[config.mk]
export PLATFORM = sky130hd
export DESIGN_NAME = infix_to_postfix_converter_unit_flat
export DESIGN_NICKNAME = d
export VERILOG_FILES = /design/src/sv/itp_pkg.sv /design/src/sv/itp_if.sv /design/src/sv/itp_front.sv /design/src/sv/itp_queue.sv /design/src/sv/itp_back.sv /design/src/sv/infix_to_postfix_converter_unit.sv /design/src/flat_wrapper.sv
export VERILOG_INCLUDE_DIRS = /design/src /design/src/sv
export SDC_FILE = /design/constraint.sdc
export NUM_CORES = 1
export LEC_CHECK = 0
export ABC_AREA = 1
export BUFFER_PORTS_ARGS = -buffer_cell sky130_fd_sc_hd__buf_2
export CELL_PAD_IN_SITES_DETAIL_PLACEMENT = 1
export CELL_PAD_IN_SITES_GLOBAL_PLACEMENT = 1
export CORE_MARGIN = 2
export CORE_UTILIZATION = 26
export DETAILED_ROUTE_END_ITERATION = 16
export GPL_TIMING_DRIVEN = 1
export PLACE_DENSITY = 0.47
export SLEW_MARGIN = 20
export SYNTH_ARGS = -nofsm -noshare
export SYNTH_HDL_FRONTEND = slang
export SYNTH_SLANG_ARGS = --single-unit
[constraint.sdc]
create_clock -name clk_i -period 7.06 [get_ports clk_i]
set_input_delay 0.706 -clock clk_i [delete_from_list [all_inputs] [get_ports clk_i]]
set_output_delay 0.706 -clock clk_i [all_outputs]
set_load 0.05 [all_outputs]
[src/sv/assert_macros.svh]
// Assertion macros used by the converter's top level.
// Depends on clk_i and rst_ni being visible in the module that uses them.
`ifndef ASSERT_MACROS_SVH
`define ASSERT_MACROS_SVH

// Checked only while the block is out of reset.
`define ITP_ASSERT(lbl, prop, msg) \
  lbl: assert property (@(posedge clk_i) disable iff (!rst_ni) prop) else $error(msg);

// Checked on every clock edge, reset included.
`define ITP_ASSERT_ALWAYS(lbl, prop, msg) \
  lbl: assert property (@(posedge clk_i) prop) else $error(msg);

`endif

[src/sv/itp_pkg.sv]
// Package for the infix to postfix converter: sizes, codes, types and
// small decode functions. Depends on nothing.
package itp_pkg;

  // Operator stack size and derived widths.
  localparam int unsigned STACK_DEPTH = 32;
  localparam int unsigned CNT_W       = $clog2(STACK_DEPTH + 1);
  localparam int unsigned PTR_W       = (STACK_DEPTH > 1) ? $clog2(STACK_DEPTH) : 1;

  // Queue between the front and the back.
  localparam int unsigned Q_DEPTH = 2;
  localparam int unsigned Q_PTR_W = (Q_DEPTH > 1) ? $clog2(Q_DEPTH) : 1;
  localparam int unsigned Q_CNT_W = $clog2(Q_DEPTH + 1);

  // Result kinds.
  localparam logic [2:0] KIND_OPERAND = 3'd0;
  localparam logic [2:0] KIND_BINARY  = 3'd1;
  localparam logic [2:0] KIND_UNARY   = 3'd2;
  localparam logic [2:0] KIND_END     = 3'd3;
  localparam logic [2:0] KIND_ERROR   = 3'd4;

  // Characters with a meaning of their own.
  localparam logic [7:0] CH_NUL   = 8'h00;
  localparam logic [7:0] CH_NL    = 8'h0A;
  localparam logic [7:0] CH_SPACE = 8'h20;
  localparam logic [7:0] CH_OPEN  = 8'h28;
  localparam logic [7:0] CH_CLOSE = 8'h29;
  localparam logic [7:0] CH_MUL   = 8'h2A;
  localparam logic [7:0] CH_PLUS  = 8'h2B;
  localparam logic [7:0] CH_MINUS = 8'h2D;
  localparam logic [7:0] CH_DIV   = 8'h2F;
  localparam logic [7:0] CH_POW   = 8'h5E;

  // Operator codes held on the stack.
  localparam logic [2:0] OPC_NONE  = 3'd0;
  localparam logic [2:0] OPC_OPEN  = 3'd1;
  localparam logic [2:0] OPC_PLUS  = 3'd2;
  localparam logic [2:0] OPC_MINUS = 3'd3;
  localparam logic [2:0] OPC_MUL   = 3'd4;
  localparam logic [2:0] OPC_DIV   = 3'd5;
  localparam logic [2:0] OPC_POW   = 3'd6;

  // Class of a character as seen by the back.
  typedef enum logic [2:0] {
    CLS_END,
    CLS_OPERAND,
    CLS_CLOSE,
    CLS_OPEN,
    CLS_OPER
  } cls_e;

  // One stack entry: unary flag and operator code.
  typedef struct packed {
    logic       unary;
    logic [2:0] opc;
  } entry_t;

  // Classified character passed from the front to the back.
  typedef struct packed {
    cls_e       cls;
    logic [7:0] ch;
    logic       start;
    entry_t     ent;
  } cmd_t;

  // Status of the back, watched at the top level.
  typedef struct packed {
    logic [CNT_W-1:0] cnt;
    logic             err;
  } bk_stat_t;

  // Operator code of a character, OPC_NONE when it is no operator.
  function automatic logic [2:0] op_code(input logic [7:0] c);
    logic [2:0] r;
    unique case (c)
      CH_OPEN:  r = OPC_OPEN;
      CH_PLUS:  r = OPC_PLUS;
      CH_MINUS: r = OPC_MINUS;
      CH_MUL:   r = OPC_MUL;
      CH_DIV:   r = OPC_DIV;
      CH_POW:   r = OPC_POW;
      default:  r = OPC_NONE;
    endcase
    return r;
  endfunction

  // Character of an operator code.
  function automatic logic [7:0] opc_char(input logic [2:0] opc);
    logic [7:0] r;
    unique case (opc)
      OPC_OPEN:  r = CH_OPEN;
      OPC_PLUS:  r = CH_PLUS;
      OPC_MINUS: r = CH_MINUS;
      OPC_MUL:   r = CH_MUL;
      OPC_DIV:   r = CH_DIV;
      OPC_POW:   r = CH_POW;
      default:   r = CH_NUL;
    endcase
    return r;
  endfunction

  // Priority of an operator code; the open paren is lowest.
  function automatic logic [2:0] opc_prio(input logic [2:0] opc);
    logic [2:0] r;
    unique case (opc)
      OPC_PLUS, OPC_MINUS: r = 3'd2;
      OPC_MUL, OPC_DIV:    r = 3'd3;
      OPC_POW:             r = 3'd4;
      default:             r = 3'd0;
    endcase
    return r;
  endfunction

endpackage

[src/sv/itp_if.sv]
// Channel interfaces of the converter: the symbol input and the token output.
// Depends on nothing.
interface itp_sym_if;
  logic       valid;
  logic       ready;
  logic [7:0] symbol;

  modport source (output valid, output symbol, input ready);
  modport sink   (input valid, input symbol, output ready);
endinterface

interface itp_tok_if;
  logic       valid;
  logic       ready;
  logic [2:0] token_kind;
  logic [7:0] token_char;
  logic       token_start;
  logic       last_of_run;

  modport source (output valid, output token_kind, output token_char,
                  output token_start, output last_of_run, input ready);
  modport sink   (input valid, input token_kind, input token_char,
                  input token_start, input last_of_run, output ready);
endinterface

[src/sv/itp_front.sv]
// Front of the converter: accepts symbols, classifies them and tracks the
// operand and unary context. Depends on itp_pkg and itp_sym_if.
module itp_front (
  input  logic           clk_i,
  input  logic           rst_ni,
  itp_sym_if.sink        sym_i,
  input  logic           q_full_i,
  output logic           q_push_o,
  output itp_pkg::cmd_t  q_data_o
);
  import itp_pkg::*;

  logic [7:0] prev_q, prev_d;
  logic       seen_q, seen_d;
  logic       inside_q, inside_d;
  logic [2:0] opc;
  logic       is_delim;
  logic       accept;

  assign sym_i.ready = !q_full_i;
  assign accept      = sym_i.valid && sym_i.ready;
  assign opc         = op_code(sym_i.symbol);
  assign is_delim    = (sym_i.symbol == CH_SPACE) || (sym_i.symbol == CH_NL);
  assign q_push_o    = accept && !is_delim;

  // Classify the symbol; a plus or minus is unary at the start of the
  // expression or after any operator other than a close paren.
  always_comb begin
    q_data_o.ch        = sym_i.symbol;
    q_data_o.start     = !inside_q;
    q_data_o.ent.opc   = opc;
    q_data_o.ent.unary = ((opc == OPC_PLUS) || (opc == OPC_MINUS)) &&
                         (!seen_q || (op_code(prev_q) != OPC_NONE));
    if (sym_i.symbol == CH_NUL) begin
      q_data_o.cls = CLS_END;
    end else if (sym_i.symbol == CH_CLOSE) begin
      q_data_o.cls = CLS_CLOSE;
    end else if (opc == OPC_OPEN) begin
      q_data_o.cls = CLS_OPEN;
    end else if (opc != OPC_NONE) begin
      q_data_o.cls = CLS_OPER;
    end else begin
      q_data_o.cls = CLS_OPERAND;
    end
  end

  // Context update for each accepted transaction.
  always_comb begin
    prev_d   = prev_q;
    seen_d   = seen_q;
    inside_d = inside_q;
    if (accept) begin
      if (sym_i.symbol == CH_NUL) begin
        prev_d   = CH_NUL;
        seen_d   = 1'b0;
        inside_d = 1'b0;
      end else if (is_delim) begin
        inside_d = 1'b0;
      end else begin
        prev_d   = sym_i.symbol;
        seen_d   = 1'b1;
        inside_d = (opc == OPC_NONE) && (sym_i.symbol != CH_CLOSE);
      end
    end
  end

  always_ff @(posedge clk_i or negedge rst_ni) begin
    if (!rst_ni) begin
      prev_q   <= CH_NUL;
      seen_q   <= 1'b0;
      inside_q <= 1'b0;
    end else begin
      prev_q   <= prev_d;
      seen_q   <= seen_d;
      inside_q <= inside_d;
    end
  end

endmodule

[src/sv/itp_queue.sv]
// Short queue of classified symbols between the front and the back.
// Depends on itp_pkg.
module itp_queue (
  input  logic           clk_i,
  input  logic           rst_ni,
  input  logic           push_i,
  input  itp_pkg::cmd_t  data_i,
  output logic           full_o,
  input  logic           pop_i,
  output itp_pkg::cmd_t  data_o,
  output logic           empty_o
);
  import itp_pkg::*;

  cmd_t               slot_q [Q_DEPTH];
  logic [Q_PTR_W-1:0] wr_ptr_q, wr_ptr_d;
  logic [Q_PTR_W-1:0] rd_ptr_q, rd_ptr_d;
  logic [Q_CNT_W-1:0] cnt_q, cnt_d;
  logic               do_push, do_pop;

  assign full_o  = (cnt_q == Q_CNT_W'(Q_DEPTH));
  assign empty_o = (cnt_q == '0);
  assign do_push = push_i && !full_o;
  assign do_pop  = pop_i && !empty_o;
  assign data_o  = slot_q[rd_ptr_q];

  // Pointer and fill count update.
  always_comb begin
    wr_ptr_d = wr_ptr_q;
    rd_ptr_d = rd_ptr_q;
    cnt_d    = cnt_q;
    if (do_push) begin
      wr_ptr_d = (wr_ptr_q == Q_PTR_W'(Q_DEPTH - 1)) ? '0 : wr_ptr_q + 1'b1;
    end
    if (do_pop) begin
      rd_ptr_d = (rd_ptr_q == Q_PTR_W'(Q_DEPTH - 1)) ? '0 : rd_ptr_q + 1'b1;
    end
    if (do_push && !do_pop) begin
      cnt_d = cnt_q + 1'b1;
    end else if (do_pop && !do_push) begin
      cnt_d = cnt_q - 1'b1;
    end
  end

  always_ff @(posedge clk_i or negedge rst_ni) begin
    if (!rst_ni) begin
      wr_ptr_q <= '0;
      rd_ptr_q <= '0;
      cnt_q    <= '0;
    end else begin
      wr_ptr_q <= wr_ptr_d;
      rd_ptr_q <= rd_ptr_d;
      cnt_q    <= cnt_d;
    end
  end

  // Queue storage.
  always_ff @(posedge clk_i) begin
    if (do_push) begin
      slot_q[wr_ptr_q] <= data_i;
    end
  end

endmodule

[src/sv/itp_back.sv]
// Back of the converter: runs the operator stack and produces the tokens
// into an output register. Depends on itp_pkg and itp_tok_if.
module itp_back (
  input  logic              clk_i,
  input  logic              rst_ni,
  input  logic              q_empty_i,
  input  itp_pkg::cmd_t     q_data_i,
  output logic              q_pop_o,
  itp_tok_if.source         tok_o,
  output itp_pkg::bk_stat_t stat_o
);
  import itp_pkg::*;

  // Stack: top entry and the one below it in registers, the rest in memory.
  entry_t           mem_q [STACK_DEPTH];
  entry_t           top_q, sec_q;
  logic [CNT_W-1:0] cnt_q;
  logic             err_q;
  logic [CNT_W-1:0] rd_idx, wr_idx;

  // Output register.
  logic       out_valid_q;
  logic [2:0] out_kind_q;
  logic [7:0] out_char_q;
  logic       out_start_q;
  logic       out_last_q;

  cmd_t       head;
  logic       can_emit, fire;
  logic       cnt_nz, cnt_ge2, stk_full;
  logic [2:0] prio;
  logic       is_pow, top_pop, sec_pop;
  logic       em, em_start, em_last;
  logic [2:0] em_kind;
  logic [7:0] em_char;
  logic       do_pop, do_push, do_clear, set_err, done;

  assign head     = q_data_i;
  assign can_emit = !out_valid_q || tok_o.ready;
  assign cnt_nz   = (cnt_q != '0);
  assign cnt_ge2  = (cnt_q >= CNT_W'(2));
  assign stk_full = (cnt_q == CNT_W'(STACK_DEPTH));
  assign prio     = opc_prio(head.ent.opc);
  assign is_pow   = (head.ent.opc == OPC_POW);
  assign top_pop  = is_pow ? (opc_prio(top_q.opc) > prio) : (opc_prio(top_q.opc) >= prio);
  assign sec_pop  = is_pow ? (opc_prio(sec_q.opc) > prio) : (opc_prio(sec_q.opc) >= prio);
  assign rd_idx   = cnt_q - CNT_W'(3);
  assign wr_idx   = cnt_q - CNT_W'(1);

  // One step of the item at the queue head; pops take one step each.
  always_comb begin
    em       = 1'b0;
    em_kind  = KIND_ERROR;
    em_char  = CH_NUL;
    em_start = 1'b1;
    em_last  = 1'b1;
    do_pop   = 1'b0;
    do_push  = 1'b0;
    do_clear = 1'b0;
    set_err  = 1'b0;
    done     = 1'b0;
    if (err_q && (head.cls != CLS_END)) begin
      done = 1'b1;
    end else begin
      unique case (head.cls)
        CLS_END: begin
          if (err_q || !cnt_nz) begin
            em       = 1'b1;
            em_kind  = KIND_END;
            do_clear = 1'b1;
            done     = 1'b1;
          end else if (top_q.opc == OPC_OPEN) begin
            do_pop = 1'b1;
          end else begin
            em      = 1'b1;
            em_kind = top_q.unary ? KIND_UNARY : KIND_BINARY;
            em_char = opc_char(top_q.opc);
            em_last = 1'b0;
            do_pop  = 1'b1;
          end
        end
        CLS_OPERAND: begin
          em       = 1'b1;
          em_kind  = KIND_OPERAND;
          em_char  = head.ch;
          em_start = head.start;
          done     = 1'b1;
        end
        CLS_CLOSE: begin
          if (!cnt_nz) begin
            em      = 1'b1;
            set_err = 1'b1;
            done    = 1'b1;
          end else if (top_q.opc == OPC_OPEN) begin
            do_pop = 1'b1;
            done   = 1'b1;
          end else begin
            // Last result only when the matching open paren lies just below.
            em      = 1'b1;
            em_kind = top_q.unary ? KIND_UNARY : KIND_BINARY;
            em_char = opc_char(top_q.opc);
            em_last = cnt_ge2 && (sec_q.opc == OPC_OPEN);
            do_pop  = 1'b1;
          end
        end
        CLS_OPEN: begin
          if (stk_full) begin
            em      = 1'b1;
            set_err = 1'b1;
          end else begin
            do_push = 1'b1;
          end
          done = 1'b1;
        end
        CLS_OPER: begin
          if (cnt_nz && top_pop) begin
            // After a pop the push always fits, so no error can follow.
            em      = 1'b1;
            em_kind = top_q.unary ? KIND_UNARY : KIND_BINARY;
            em_char = opc_char(top_q.opc);
            em_last = !(cnt_ge2 && sec_pop);
            do_pop  = 1'b1;
          end else if (stk_full) begin
            em      = 1'b1;
            set_err = 1'b1;
            done    = 1'b1;
          end else begin
            do_push = 1'b1;
            done    = 1'b1;
          end
        end
        default: begin
          done = 1'b1;
        end
      endcase
    end
  end

  assign fire    = !q_empty_i && (!em || can_emit);
  assign q_pop_o = fire && done;

  // Stack count and error flag.
  always_ff @(posedge clk_i or negedge rst_ni) begin
    if (!rst_ni) begin
      cnt_q <= '0;
      err_q <= 1'b0;
    end else if (fire) begin
      if (do_clear) begin
        cnt_q <= '0;
        err_q <= 1'b0;
      end else begin
        if (do_pop) begin
          cnt_q <= cnt_q - 1'b1;
        end else if (do_push) begin
          cnt_q <= cnt_q + 1'b1;
        end
        if (set_err) begin
          err_q <= 1'b1;
        end
      end
    end
  end

  // Top registers and the stack memory, one read or one write a cycle.
  always_ff @(posedge clk_i) begin
    if (fire && do_push) begin
      top_q <= head.ent;
      sec_q <= top_q;
      if (cnt_nz) begin
        mem_q[wr_idx[PTR_W-1:0]] <= top_q;
      end
    end else if (fire && do_pop) begin
      top_q <= sec_q;
      sec_q <= mem_q[rd_idx[PTR_W-1:0]];
    end
  end

  // Output register control.
  always_ff @(posedge clk_i or negedge rst_ni) begin
    if (!rst_ni) begin
      out_valid_q <= 1'b0;
    end else if (fire && em) begin
      out_valid_q <= 1'b1;
    end else if (tok_o.ready) begin
      out_valid_q <= 1'b0;
    end
  end

  // Output register payload.
  always_ff @(posedge clk_i) begin
    if (fire && em) begin
      out_kind_q  <= em_kind;
      out_char_q  <= em_char;
      out_start_q <= em_start;
      out_last_q  <= em_last;
    end
  end

  assign tok_o.valid       = out_valid_q;
  assign tok_o.token_kind  = out_kind_q;
  assign tok_o.token_char  = out_char_q;
  assign tok_o.token_start = out_start_q;
  assign tok_o.last_of_run = out_last_q;

  assign stat_o.cnt = cnt_q;
  assign stat_o.err = err_q;

endmodule

[src/sv/infix_to_postfix_converter_unit.sv]
// Top level of the infix to postfix converter: front, queue and back.
// Depends on itp_pkg, itp_if.sv, itp_front, itp_queue, itp_back, assert_macros.svh.
//
//  channel  dir  payload                                        transaction
//  sym_i    in   symbol[7:0]                                    valid && ready
//  tok_o    out  token_kind[2:0] token_char[7:0] token_start
//                last_of_run                                    valid && ready
//
// The back gives each operator popped by a close paren or an operator, and
// each stack entry flushed at the end of the expression, a step of its own;
// the matching open paren leaves in the close paren's own step. The single
// port of the stack memory sets this pace. Space and
// newline end in the front. Reset is asynchronous and needs no clearing pass;
// only stack entries below the fill count are ever used. Front and back stall
// on their own through the two-entry queue, and the back stalls only while
// the output register holds a token that has not been taken.
`include "assert_macros.svh"

module infix_to_postfix_converter_unit (
  input  logic       clk_i,
  input  logic       rst_ni,
  itp_sym_if.sink    sym_i,
  itp_tok_if.source  tok_o
);
  import itp_pkg::*;

  logic     q_push, q_pop, q_full, q_empty;
  cmd_t     q_wr_data, q_rd_data;
  bk_stat_t stat;

  itp_front u_front (
    .clk_i    (clk_i),
    .rst_ni   (rst_ni),
    .sym_i    (sym_i),
    .q_full_i (q_full),
    .q_push_o (q_push),
    .q_data_o (q_wr_data)
  );

  itp_queue u_queue (
    .clk_i   (clk_i),
    .rst_ni  (rst_ni),
    .push_i  (q_push),
    .data_i  (q_wr_data),
    .full_o  (q_full),
    .pop_i   (q_pop),
    .data_o  (q_rd_data),
    .empty_o (q_empty)
  );

  itp_back u_back (
    .clk_i     (clk_i),
    .rst_ni    (rst_ni),
    .q_empty_i (q_empty),
    .q_data_i  (q_rd_data),
    .q_pop_o   (q_pop),
    .tok_o     (tok_o),
    .stat_o    (stat)
  );

  // The stack never holds more entries than it has room for.
  `ITP_ASSERT(a_stack_bound, stat.cnt <= CNT_W'(STACK_DEPTH), "stack count out of range")

  // While an error is pending, the token on the output is the error itself.
  `ITP_ASSERT(a_err_token, stat.err && tok_o.valid |-> tok_o.token_kind == KIND_ERROR, "token after error")

  // The error clears only at the end of an expression, with the stack empty.
  `ITP_ASSERT(a_err_clear, $fell(stat.err) |-> stat.cnt == '0, "error cleared with stack in use")

endmodule
[src/flat_wrapper.sv]
// flat-port wrapper written by rule: the top's interface ports become plain ports
module infix_to_postfix_converter_unit_flat import itp_pkg::*;
  (clk_i, rst_ni, sym_i_valid, sym_i_symbol, sym_i_ready, tok_o_valid, tok_o_token_kind, tok_o_token_char, tok_o_token_start, tok_o_last_of_run, tok_o_ready);
  itp_sym_if sym_i_i ();
  itp_tok_if tok_o_i ();
  input  logic clk_i;
  input  logic rst_ni;
  input wire logic [$bits(sym_i_i.valid)-1:0] sym_i_valid;
  input wire logic [$bits(sym_i_i.symbol)-1:0] sym_i_symbol;
  output wire logic [$bits(sym_i_i.ready)-1:0] sym_i_ready;
  output wire logic [$bits(tok_o_i.valid)-1:0] tok_o_valid;
  output wire logic [$bits(tok_o_i.token_kind)-1:0] tok_o_token_kind;
  output wire logic [$bits(tok_o_i.token_char)-1:0] tok_o_token_char;
  output wire logic [$bits(tok_o_i.token_start)-1:0] tok_o_token_start;
  output wire logic [$bits(tok_o_i.last_of_run)-1:0] tok_o_last_of_run;
  input wire logic [$bits(tok_o_i.ready)-1:0] tok_o_ready;
  assign sym_i_i.valid = sym_i_valid;
  assign sym_i_i.symbol = sym_i_symbol;
  assign sym_i_ready = sym_i_i.ready;
  assign tok_o_valid = tok_o_i.valid;
  assign tok_o_token_kind = tok_o_i.token_kind;
  assign tok_o_token_char = tok_o_i.token_char;
  assign tok_o_token_start = tok_o_i.token_start;
  assign tok_o_last_of_run = tok_o_i.last_of_run;
  assign tok_o_i.ready = tok_o_ready;
  infix_to_postfix_converter_unit u_core (.clk_i(clk_i), .rst_ni(rst_ni), .sym_i(sym_i_i), .tok_o(tok_o_i));
endmodule
Yosys cells after proc, flatten, opt, wreduce, memory -nomap -nowiden

Memory sizes are Yosys's and may differ from the RTL's.
Cells that the tools add are included.

Bits in registers: 43
Bits in writable memories: 160
Bits of input ports: 12
Word-level logic and storage cells: 214
Memories: 2

Memories:

| name                  | depth | width | read ports | clocked after memory_dff | wr ports | RTL line        | RTL |
|---|---|---|---|---|---|---|---|
| u_core.u_back.mem_q   | 32    | 4     | 1          | 0                        | 1        | itp_back.sv:15  | `entry_t mem_q [STACK_DEPTH];` |
| u_core.u_queue.slot_q | 2     | 16    | 1          | 0                        | 1        | itp_queue.sv:15 | `cmd_t slot_q [Q_DEPTH];` |

Add/subtract/negate cells: 7
Magnitude comparators: 5
Equality and inequality tests: 43
Multiplexer cells: 82
Bitwise gates (word level): 1
Reduce and logical (&&, ||, !) cells: 57

Operators with widths:

| operator           | count |
|---|---|
| $eq 8x6->1 const B | 12 |
| $mux 1             | 43 |
| $pmux 7 s6         | 1 |
| $mux 8             | 5 |
| $pmux 3 s6         | 2 |
| $pmux 7 s5         | 1 |
| $pmux 8 s4         | 1 |
| $eq 3x2->1 const B | 10 |
| $eq 3x3->1 const B | 10 |
| $pmux 3 s3         | 3 |
| $mux 3             | 8 |
| $mux 6             | 3 |
| $logic_and 1x1->1  | 17 |
| $eq 8x7->1 const B | 2 |
| $mux 4             | 4 |
| $reduce_or 2->1    | 7 |
| $eq 3x1->1 const B | 4 |
| $pmux 1 s3         | 4 |
| $pmux 3 s4         | 1 |
| $reduce_bool 3->1  | 4 |
| $logic_not 1->1    | 11 |
| $eq 8x4->1 const B | 1 |
| $logic_not 8->1    | 1 |
| $ne 8x6->1 const B | 1 |
| 23 further kinds   | 39 |

Logic depth before layout (Yosys ltp)

Gate-level depths: netlist of run 1.
An unclocked memory read counts as a cell.

Depth in word-level cells: 18
Mapped depth: 23

By module

A second synthesis of run 1 with hierarchy kept.

Cells, all modules: 1,020
Area total of the unflattened synthesis: 9,919.5 µm²

By module, submodules not included:

| module    | instances | cells each | area an instance (µm²) |
|---|---|---|---|
| itp_back  | 1         | 793        | 7,770.0 |
| itp_queue | 1         | 115        | 1,402.6 |
| itp_front | 1         | 112        | 747.0 |

Worst setup path before layout of run 1

Ideal clock, no wire load.

Kind: reg2reg
From: reg u_core.u_back.top_q[1] in the netlist's numbering
To: reg u_core.u_back.sec_q[0] in the netlist's numbering, enable pin
Library setup time: 0.375 ns
Arrival: 2.744 ns
Data required time: 6.685 ns
Setup slack: 3.941 ns
Stages on the path, launching flop included: 16
Buffers on the path: 0
Period minus slack after synthesis: 3.119 ns
Path through: edfxtp_1 -> inv_1 -> ha_1 -> inv_1 -> ha_1 -> nand2_1 -> inv_1 -> nand2_1 -> nand2_1 -> nand2_1 -> inv_1 -> nand3_2 -> nand2_2 -> nand3_4 -> nand2_1 -> a21oi_1

Cells in the longest elaborated chain, start to end: 14

RTL lines:

| item                                     | RTL line                         | RTL |
|---|---|---|
| from (decl)                              | itp_back.sv:16                   | `entry_t top_q, sec_q;` |
| from (signal assigned)                   | itp_back.sv:167                  | `top_q <= head.ent;` |
| from (signal assigned)                   | itp_back.sv:173                  | `top_q <= sec_q;` |
| $eq 3x3->1 or $eq 3x2->1 (tied branches) | itp_pkg.sv:105                   | `unique case (opc)` |
| $reduce_or 2->1                          | itp_pkg.sv:105                   |  |
| $pmux 3 s3                               | itp_pkg.sv:105                   |  |
| $ge 3x3->1 or $gt 3x3->1 (tied branches) | itp_back.sv:45                   | `assign top_pop = is_pow ? (opc_prio(top_q.opc) > prio) : (opc_prio(top_q.opc) >= prio);` |
| $mux 1                                   | itp_back.sv:45                   |  |
| $logic_and 1x1->1                        | itp_back.sv:116                  | `if (cnt_nz && top_pop) begin` |
| $mux 1                                   | itp_back.sv:116                  |  |
| $pmux 1 s5                               | itp_back.sv:65                   | `unique case (head.cls)` |
| $mux 1                                   | itp_back.sv:62                   | `if (err_q && (head.cls != CLS_END)) begin` |
| $logic_not 1->1                          | itp_back.sv:139                  | `assign fire = !q_empty_i && (!em \|\| can_emit);` |
| $logic_or 1x1->1                         | itp_back.sv:139                  |  |
| $logic_and 1x1->1                        | itp_back.sv:139                  |  |
| $logic_and 1x1->1 (on tied branches)     | itp_back.sv:166, itp_back.sv:172 |  |
| $reduce_bool 2->1 (no line) *            | -                                |  |
| to (signal assigned)                     | itp_back.sv:168                  | `sec_q <= top_q;` |
| to (signal assigned)                     | itp_back.sv:174                  | `sec_q <= mem_q[rd_idx[PTR_W-1:0]];` |
| to (decl)                                | itp_back.sv:16                   |  |

Every way passes the cells marked *; elsewhere a longest branch is shown, timed or not.
A chain may end at the register's enable or synchronous reset.

Final worst setup path of run 1

From: reg u_core.u_queue.rd_ptr_q
To: mem u_core.u_back.mem_q[0][2] in the netlist's numbering, enable pin

Cells in the longest elaborated chain, start to end: 16

RTL lines:

| item                                     | RTL line        | RTL |
|---|---|---|
| from (decl)                              | itp_queue.sv:17 | `logic [Q_PTR_W-1:0] rd_ptr_q, rd_ptr_d;` |
| from (signal assigned)                   | itp_queue.sv:52 | `rd_ptr_q <= rd_ptr_d;` |
| $mem_v2 2x16 *                           | -               |  |
| $eq 3x3->1 or $eq 3x2->1 (tied branches) | itp_pkg.sv:105  |  |
| $reduce_or 2->1                          | itp_pkg.sv:105  |  |
| $pmux 3 s3                               | itp_pkg.sv:105  |  |
| $ge 3x3->1 or $gt 3x3->1 (tied branches) | itp_back.sv:45  |  |
| $mux 1                                   | itp_back.sv:45  |  |
| $logic_and 1x1->1                        | itp_back.sv:116 |  |
| $mux 1                                   | itp_back.sv:116 |  |
| $pmux 1 s5                               | itp_back.sv:65  |  |
| $mux 1                                   | itp_back.sv:62  |  |
| $logic_not 1->1                          | itp_back.sv:139 |  |
| $logic_or 1x1->1                         | itp_back.sv:139 |  |
| $logic_and 1x1->1                        | itp_back.sv:139 |  |
| $logic_and 1x1->1 *                      | itp_back.sv:166 | `if (fire && do_push) begin` |
| $mux 1 *                                 | itp_back.sv:166 |  |
| $mux 1 (not written as such) *           | itp_back.sv:170 | `mem_q[wr_idx[PTR_W-1:0]] <= top_q;` |
| to (decl)                                | itp_back.sv:15  |  |

Marked as above.

==> results of run 1 <==
[path summary, 6_finish.rpt]
kind                                             endpoint  slack [ns]  cells after the start
min in group clk_i              u_core.u_back.tok_o.valid        0.36                      2
max in group asynchronous          u_core.u_back.cnt_q[0]        6.54                      1
worst min register to register    u_core.u_queue.cnt_q[0]        0.47                      1
worst min-delay path             u_core.u_front.prev_q[2]        0.13                      1
worst max register to register  u_core.u_back.mem_q[0][2]        2.66                     18
worst max-delay path            u_core.u_back.mem_q[0][2]        2.66                     18
[where the power goes]
| part | internal (mW) | leakage [nW] | switching (mW) |
|---|---|---|---|
| combinational | 0.691 | 1.91 | 1.89 |
| sequential | 1.67 | 1.91 | 0.130 |
| clock | 0.726 | 0.390 | 0.518 |
[worst max-delay path, delay by kind of cell, from the launching register on]
kind | cells | cell delay [ns]
flops | 1 | 0.86
fa+ha+maj | 1 | 0.28
xor+xnor | 1 | 0.28
simple gates | 12 | 2.15
buf+inv | 4 | 0.46
[state kept, by name (all words and copies together), names as in the netlist]
name	cells
u_core.u_back.tok_o.valid	1
u_core.u_front.inside_q	1
u_core.u_back.err_q	1
u_core.u_back.mem_q	128
u_core.u_back.sec_q	4
u_core.u_queue.slot_q	32
u_core.u_front.seen_q	1
u_core.u_back.tok_o.token_kind	3
u_core.u_back.tok_o.last_of_run	1
u_core.u_back.cnt_q	6
u_core.u_queue.cnt_q	2
u_core.u_back.top_q	4
u_core.u_queue.wr_ptr_q	1
u_core.u_back.tok_o.token_char	8
u_core.u_back.tok_o.token_start	1
u_core.u_queue.rd_ptr_q	1
u_core.u_front.prev_q	8
[through the flow]
stage | setup WS [ns] | instances | util | area (um^2) | total power, mW
after floorplan | 3.94 | 956 | - | 9790 | 3.63
after global placement | 2.70 | 1463 | 0.279 | 10400 | 4.48
after detailed placement | 2.59 | 1463 | 0.279 | 10400 | 4.49
after CTS | 2.59 | 1509 | 0.301 | 11200 | 5.76
after global routing | 2.20 | 1509 | 0.301 | 11200 | 6.09
final | 2.66 | 1509 | 0.301 | 11200 | 5.63
[layout make-up]
cell class              count  share of cell area
clock buffers              33              0.0610
flip-flops and latches    203               0.533
multi-input cells         626               0.292
well taps                 511              0.0569
clock inverters            13              0.0106
inverters                  87              0.0290
repair buffers             36              0.0183
[synthesized netlist by cell type, types with 2 or more instances]
library cell	instances
mux2i_1	8
o22ai_1	2
nand3_2	4
inv_2	6
xnor2_1	4
a21oi_1	11
dfrtp_1	22
clkbuf_1	23
nand2_2	8
or2_2	2
ha_1	15
nor2_2	35
nand3_1	23
o211ai_1	33
buf_4	2
buf_2	5
nand2_4	2
buf_6	6
nor2_4	3
nor3_1	15
nand2_1	173
buf_1	3
nand4_1	9
nor2_1	138
o221ai_1	3
xor2_1	9
o21ai_0	107
inv_1	81
o21ai_2	8
nand3_4	2
edfxtp_1	181
[routing by layer]
layer	vias to the layer above	routed length [um]
met5	-	13
met3	36	783
met4	2	438
li1	3306	-
met1	3279	11800
met2	63	13200
[kinds of logic after synthesis]
family | Yosys count
simple gates | 417
flops | 203
compound gates | 172
buf+inv | 127
fa+ha+maj | 15
xor+xnor | 14
mux | 8
==> impl_results.md, run 1 <==
- Synth warn: 0
- Final Hold Fails: 0
- Area growth syn-to-layout: 14.8%
- First-pass GRT wire length: 41.2 mm
- Latest clock arrival within the worst-skew pair: 0.56 ns
- Synth unique cells: 44
- Slowest Stage Delay on Critical Path: 0.86 ns
- Most used cell, CP: nand2_1
- # diodes: 0
- Met2 Use GR: 0.247
- Top cells by area, synth: edfxtp_1 56%, nand2_1 6.6%, dfrtp_1 5.6%, o21ai_0 5.5%, nor2_1 5.3%
- Core Box Area: 0.0374 mm^2
- Post-synth net total: 983
- Worst slew margin: 0.385
- Setup TNS: 0 ns
- H-tree Lvls: 1
- Vias in the first global route: a little over 7000
- MaxCap Viol Count: 0
- GRT Total Usage: 0.138
- Final ANT Viol Nets: 0
- Worst hold margin: 0.128 ns
- Top Ports: 27
- Total Nets Final: 1006
- Worst r2r src: u_core.u_queue.rd_ptr_q
- Mux cell area share after synthesis: 0.00818
- Leakage Power: 4.22 nW
- Rows: 71
- Worst Path Max Fanout: 32
- Kind of critical path: reg2reg
- Width of the chip: roughly 200 um
- DP Wirelength: around 18 mm
- Starting Density: 0.262
- # fillers: 4249
- Cells after Synth: around 960
- Post-synth top flop: edfxtp_1
- # port buffers: 26
- Fraction of layout cells with a size suffix above 1: 0.152
- Post-synthesis sequential area ratio: 0.611
- Critical path arrival: 4.60 ns
- CP Capture Type: register
- Worst path cell trace: inv_2 -> nand2_1 -> nand2_1 -> xnor2_1 -> ha_1 -> nand2_1 -> inv_1 -> nand2_1 -> nand2_1 -> nand2_1 -> inv_1 -> nand2_1 -> nand2_1 -> nand2_1 -> nand2_2 -> inv_2 -> nand4_4 -> nor2_1
- Worst EP required: 7.27 ns
- Adder-cell share of the synthesized area: 0.0192
- Actual slew at the worst max-slew pin: around 0.92 ns
- CTS Root Cell: clkbuf_16
- Worst Setup SP: u_core.u_queue.rd_ptr_q
- PwrDens: 500 mW/mm^2
- Largest net degree at the start of global routing: 72
- Cts bufs inserted: 25
- Max Slew Vio Count: 0
- XOR/XNOR Fraction of Synth Area: 0.0133
- Final period utilization: 0.623
- Peak supply drop: ~0.21 mV
- Unrepaired setup endpoints after global routing: no
- Synth Register Bits: 203
- 1st-iter DRT viols: between 200 and 250
- DIE AREA: around 0.039 mm^2
- Mean Syn Cell Area: roughly 10 um^2
- CTS clock-pin slew for the worst setup and hold paths: 0.06 ns
- GR peak layer: met2
- DRC viols: 0
- Number of flops mapped to enable cells by yosys: 181
- Bufs on Longest Clock Path: 3
- Fmax: ~230 MHz
- Area of the multi-input gates: 0.00328 mm^2
- Outcome: finished clean
- First drt pass iteration count: 4
- Yosys top cell by area: edfxtp_1
- Mapped Area: 0.00979 mm^2
- Clock Sinks: 203
- Setup violators final: 0
- Die Y: between 150 and 200 um
- Initial antenna violation count: 1
- DRT Wirelength: 26.2 mm
- Wire length per cell: 17.4 um
- Post-CTS Resized: 0
- Startpoint types: register
- Complex-gate fraction of the synthesized area: 0.103
- Largest family of logic cells by synthesized area: simple AND/OR/NAND/NOR gates
- Most frequent cells in the layout: 181 x edfxtp_1, 173 x nand2_1, 138 x nor2_1, 107 x o21ai_0, 80 x inv_1
- Clock Skew: between 0.03 and 0.04 ns
- Vias per cell: 4.43
- Commonest non-fill, non-tap cell in the layout: edfxtp_1
- CTS tree: yes
- GR met3 Demand/Resource: 0.0221
- FFs w/ async S/R, synth: 0.108
- Simple-Gate Fraction of Synth Area: 0.190
- Post-synth top area share: 0.555
- Slowest-stage cell, CP: dfrtp_1
- # hold bufs at CTS: 0
- Final Wtd Congestion: between 0.7 and 0.8
- Sequential Area: 0.00599 mm^2
- Hold/Removal Path Class: in2async
- Postcts setup bufs: 0
- Fin crit period: 4.40 ns
- Total gr overflow: 0
- Total number of vias: 6686
- Met1 Usage GRT: 0.173
No activity file was read; power rests on OpenSTA's default activity.
==> inputs of run 2 (changes only) <==
Settings changed: ABC_AREA 1 to 0.
Clock period 7.06 ns to 3.7 ns, I/O delays scaled along.
==> run 2 against run 1 <==
Net effect: highest routed layer is now met4; largest power group unchanged; clock-buffer cell count shrank 2; global-route usage decreased by 0.86 points; combinational power is 40% higher; setup slack worse by 2.4 ns; flip-flop and latch count unchanged; clock skew shrank 0.011 ns; non-clock buffer count rose by 19.
==> impl_results.md, run 2 <==
- Most used cell, CP: nor2_1
- Synth unique cells: 66
- Synth top cells by count: 181 x edfxtp_1, 75 x nor2_1, 47 x nand2_1
- Starting Density: 0.265
- Fraction of layout cells with a size suffix above 1: 0.253
- DIE AREA: roughly 0.038 mm^2
- Post-synthesis sequential area ratio: 0.634
- Clk pwr share: 0.254
- H-tree Lvls: 1
- R2r setup slk: 0.23 ns
- Mapped Area: about 0.0094 mm^2
- First-pass GRT wire length: ~38 mm
- Startpoint types: register
- Largest net degree at the start of global routing: 42
- Cts bufs inserted: 24
- 1st-iter DRT viols: 218
- Psw: 3.32 mW
- Top cells by area, synth: edfxtp_1 58%, mux4_2 8.6%, dfrtp_1 5.8%, nor2_1 3.0%, mux2i_1 2.5%
- R2R depth: 11
- Worst Path Max Fanout: 11
- Vias per cell: 4.76
- Total number of vias: approximately 5600
- Final ANT Viol Nets: 0
- Final Wtd Congestion: between 0.7 and 0.8
- Slowest-stage cell, CP: dfrtp_2
- # port buffers: 26
- Most frequent cells in the layout: 181 x edfxtp_1, 54 x nor2_1, 47 x nand2_1, 37 x a21oi_1, 36 x mux4_2
- Synth warn: 0
- Cells on Worst Hold Path: 1
- Post-synth top area share: 0.576
- CP Capture Type: register
- RR Endpoint: u_core.u_back.mem_q[29][2]
- Worst path cell trace: and4bb_2 -> nor2_1 -> ha_1 -> a21oi_1 -> o21ai_0 -> a31oi_1 -> o221ai_2 -> a311oi_4 -> buf_4 -> nand3_4 -> nor2_1
- Final Hold Fails: 0
- Max Slew Vio Count: 0
- Rows: 69
- Clock Sinks: between 200 and 250
- Worst EP required: 3.89 ns
- Hold/Removal Path Class: in2reg
- Max reg flops: around 130
- Setup violators final: 0
- Internal power: 5.68 mW
- # fillers: 3775
- Final core utilization: 0.310
- Combinational share of power: 0.401
- First drt pass iteration count: 4
- Die Y: 195 um
- Number of flops mapped to enable cells by yosys: ~180
- PwrDens: ~810 mW/mm^2
- Core Box Area: ~0.036 mm^2
- Leakage Power: roughly 3.7 nW
- FFs w/ async S/R, synth: 0.108
- Wire length per cell: 20.4 um
- Width of the chip: 195 um
- Cells after Synth: 656
- Clock Skew: 0.0226 ns
- Hold Path Origin: sym_i_symbol[4]
- Yosys top cell by area: edfxtp_1
- Final worst-path setup slack: 0.226 ns
- Worst hold margin: 0.110 ns
- DRT Wirelength: approximately 24 mm
- Fin crit period: 3.47 ns
- DP Wirelength: between 15 and 20 mm
- Final period utilization: 0.939
- Bufs on Longest Clock Path: 3
- Vias in the first global route: 6127
- Non-Filler Instances: 1183
- DP Worst Slack: 0.119 ns
- Setup TNS: 0 ns
- Slowest Stage Delay on Critical Path: 0.47 ns
- Post-synth top flop: edfxtp_1
- Fmax: 288 MHz
- # diodes: 0
- Unrepaired setup endpoints after global routing: yes
- CTS Root Cell: clkbuf_16
- Initial antenna violation count: 0
- Worst min-delay path endpoint: u_core.u_queue.slot_q[0][9]
- Commonest non-fill, non-tap cell in the layout: edfxtp_1
- Final Power: 9.00 mW
- DRC viols: 0
- Worst slew margin: 0.408
- Net Sw Frac: 0.369
- Synth Register Bits: 203
- Area after DPL: 0.0102 mm^2
- Peak supply drop: 0.314 mV
- Total Nets Final: 733
- Latest clock arrival within the worst-skew pair: 0.53 ns
- Actual slew at the worst max-slew pin: 0.882 ns
- Total gr overflow: 0
- Cell with the most instances after synthesis: edfxtp_1
- Outcome: finished clean
- Placed insts: 1140
- Top Ports: 27
- Critical path arrival: 3.66 ns
- Post-synth net total: 683
- CP delay by family, top: simple AND/OR/NAND/NOR gates
- MaxCap Viol Count: 0
- Finished Cell Area: roughly 0.011 mm^2
- CP Buf/Inv Count: 1
- Flop pwr share: 0.346
- GRT Total Usage: 0.129
- Mean Syn Cell Area: ~14 um^2
- Area growth syn-to-layout: 17.1%
- CTS tree: yes
- Kind of critical path: reg2reg
- Worst r2r src: u_core.u_queue.rd_ptr_q
- CTS clock-pin slew for the worst setup and hold paths: roughly 0.060 ns
-- run 2: kinds of logic (layout without fill, tap and decap cells) --
group,after synthesis,in the layout,share of synthesized area
compound gates,103,103,0.0720
simple gates,202,202,0.110
buf+inv,44,110,0.0201
xor+xnor,14,14,0.0130
flops,203,203,0.634
fa+ha+maj,15,15,0.0199
mux,75,75,0.131
-- run 2: area by class of cell --
type,count,area [um^2],share of cell area
flip-flops and latches,203,5990,0.542
repair buffers,55,365,0.0331
inverters,13,48.8,0.00442
clock buffers,31,637,0.0576
multi-input cells,409,3320,0.300
clock inverters,11,118,0.0106
well taps,461,577,0.0522
-- run 2: metal layers --
| layer | global-route usage | up-vias | part of all wire |
|---|---|---|---|
| li1 | - | 2620 | - |
| met1 | 0.165 | 2903 | 0.44 |
| met2 | 0.228 | 73 | 0.50 |
| met3 | 0.0179 | 39 | 0.025 |
| met4 | 0.0387 | 0 | 0.027 |
| met5 | 0 | - | 0 |
-- run 2: worst max path at each step --
stage,start,to,depth (start not counted)
after floorplan,u_core.u_back.cnt_q[0],u_core.u_back.mem_q[13][0],12
after global placement,u_core.u_queue.rd_ptr_q,u_core.u_back.mem_q[16][0],11
after detailed placement,u_core.u_queue.rd_ptr_q,u_core.u_back.mem_q[1][0],11
after CTS,u_core.u_queue.rd_ptr_q,u_core.u_back.mem_q[29][0],11
after global routing,u_core.u_queue.rd_ptr_q,u_core.u_back.mem_q[9][3],11
final,u_core.u_queue.rd_ptr_q,u_core.u_back.mem_q[29][2],11
-- run 2: timing repair --
item	CTS	global route
hold buffers	1	0
hold endpoints to repair	22	0
setup buffers	0	0
resized for setup	0	24
endpoints found under the setup margin	0	134
-- run 2: worst reg2reg max path, stage by stage (launching register included) --
cell	delay, ns
dfrtp_2	0.47
and4bb_2	0.28
nor2_1	0.19
ha_1	0.31
a21oi_1	0.15
o21ai_0	0.21
a31oi_1	0.27
o221ai_2	0.18
a311oi_4	0.23
buf_4	0.23
nand3_4	0.22
nor2_1	0.40
-- run 2: power by group through the flow --
stage	Sequential, mW	Clock [mW]	Combinational, mW
floorplan	3.27	0	2.39
global placement	3.16	0	3.56
detailed placement	3.16	0	3.64
CTS	3.12	2.34	3.67
global route	3.15	2.42	3.95
finish	3.11	2.28	3.61
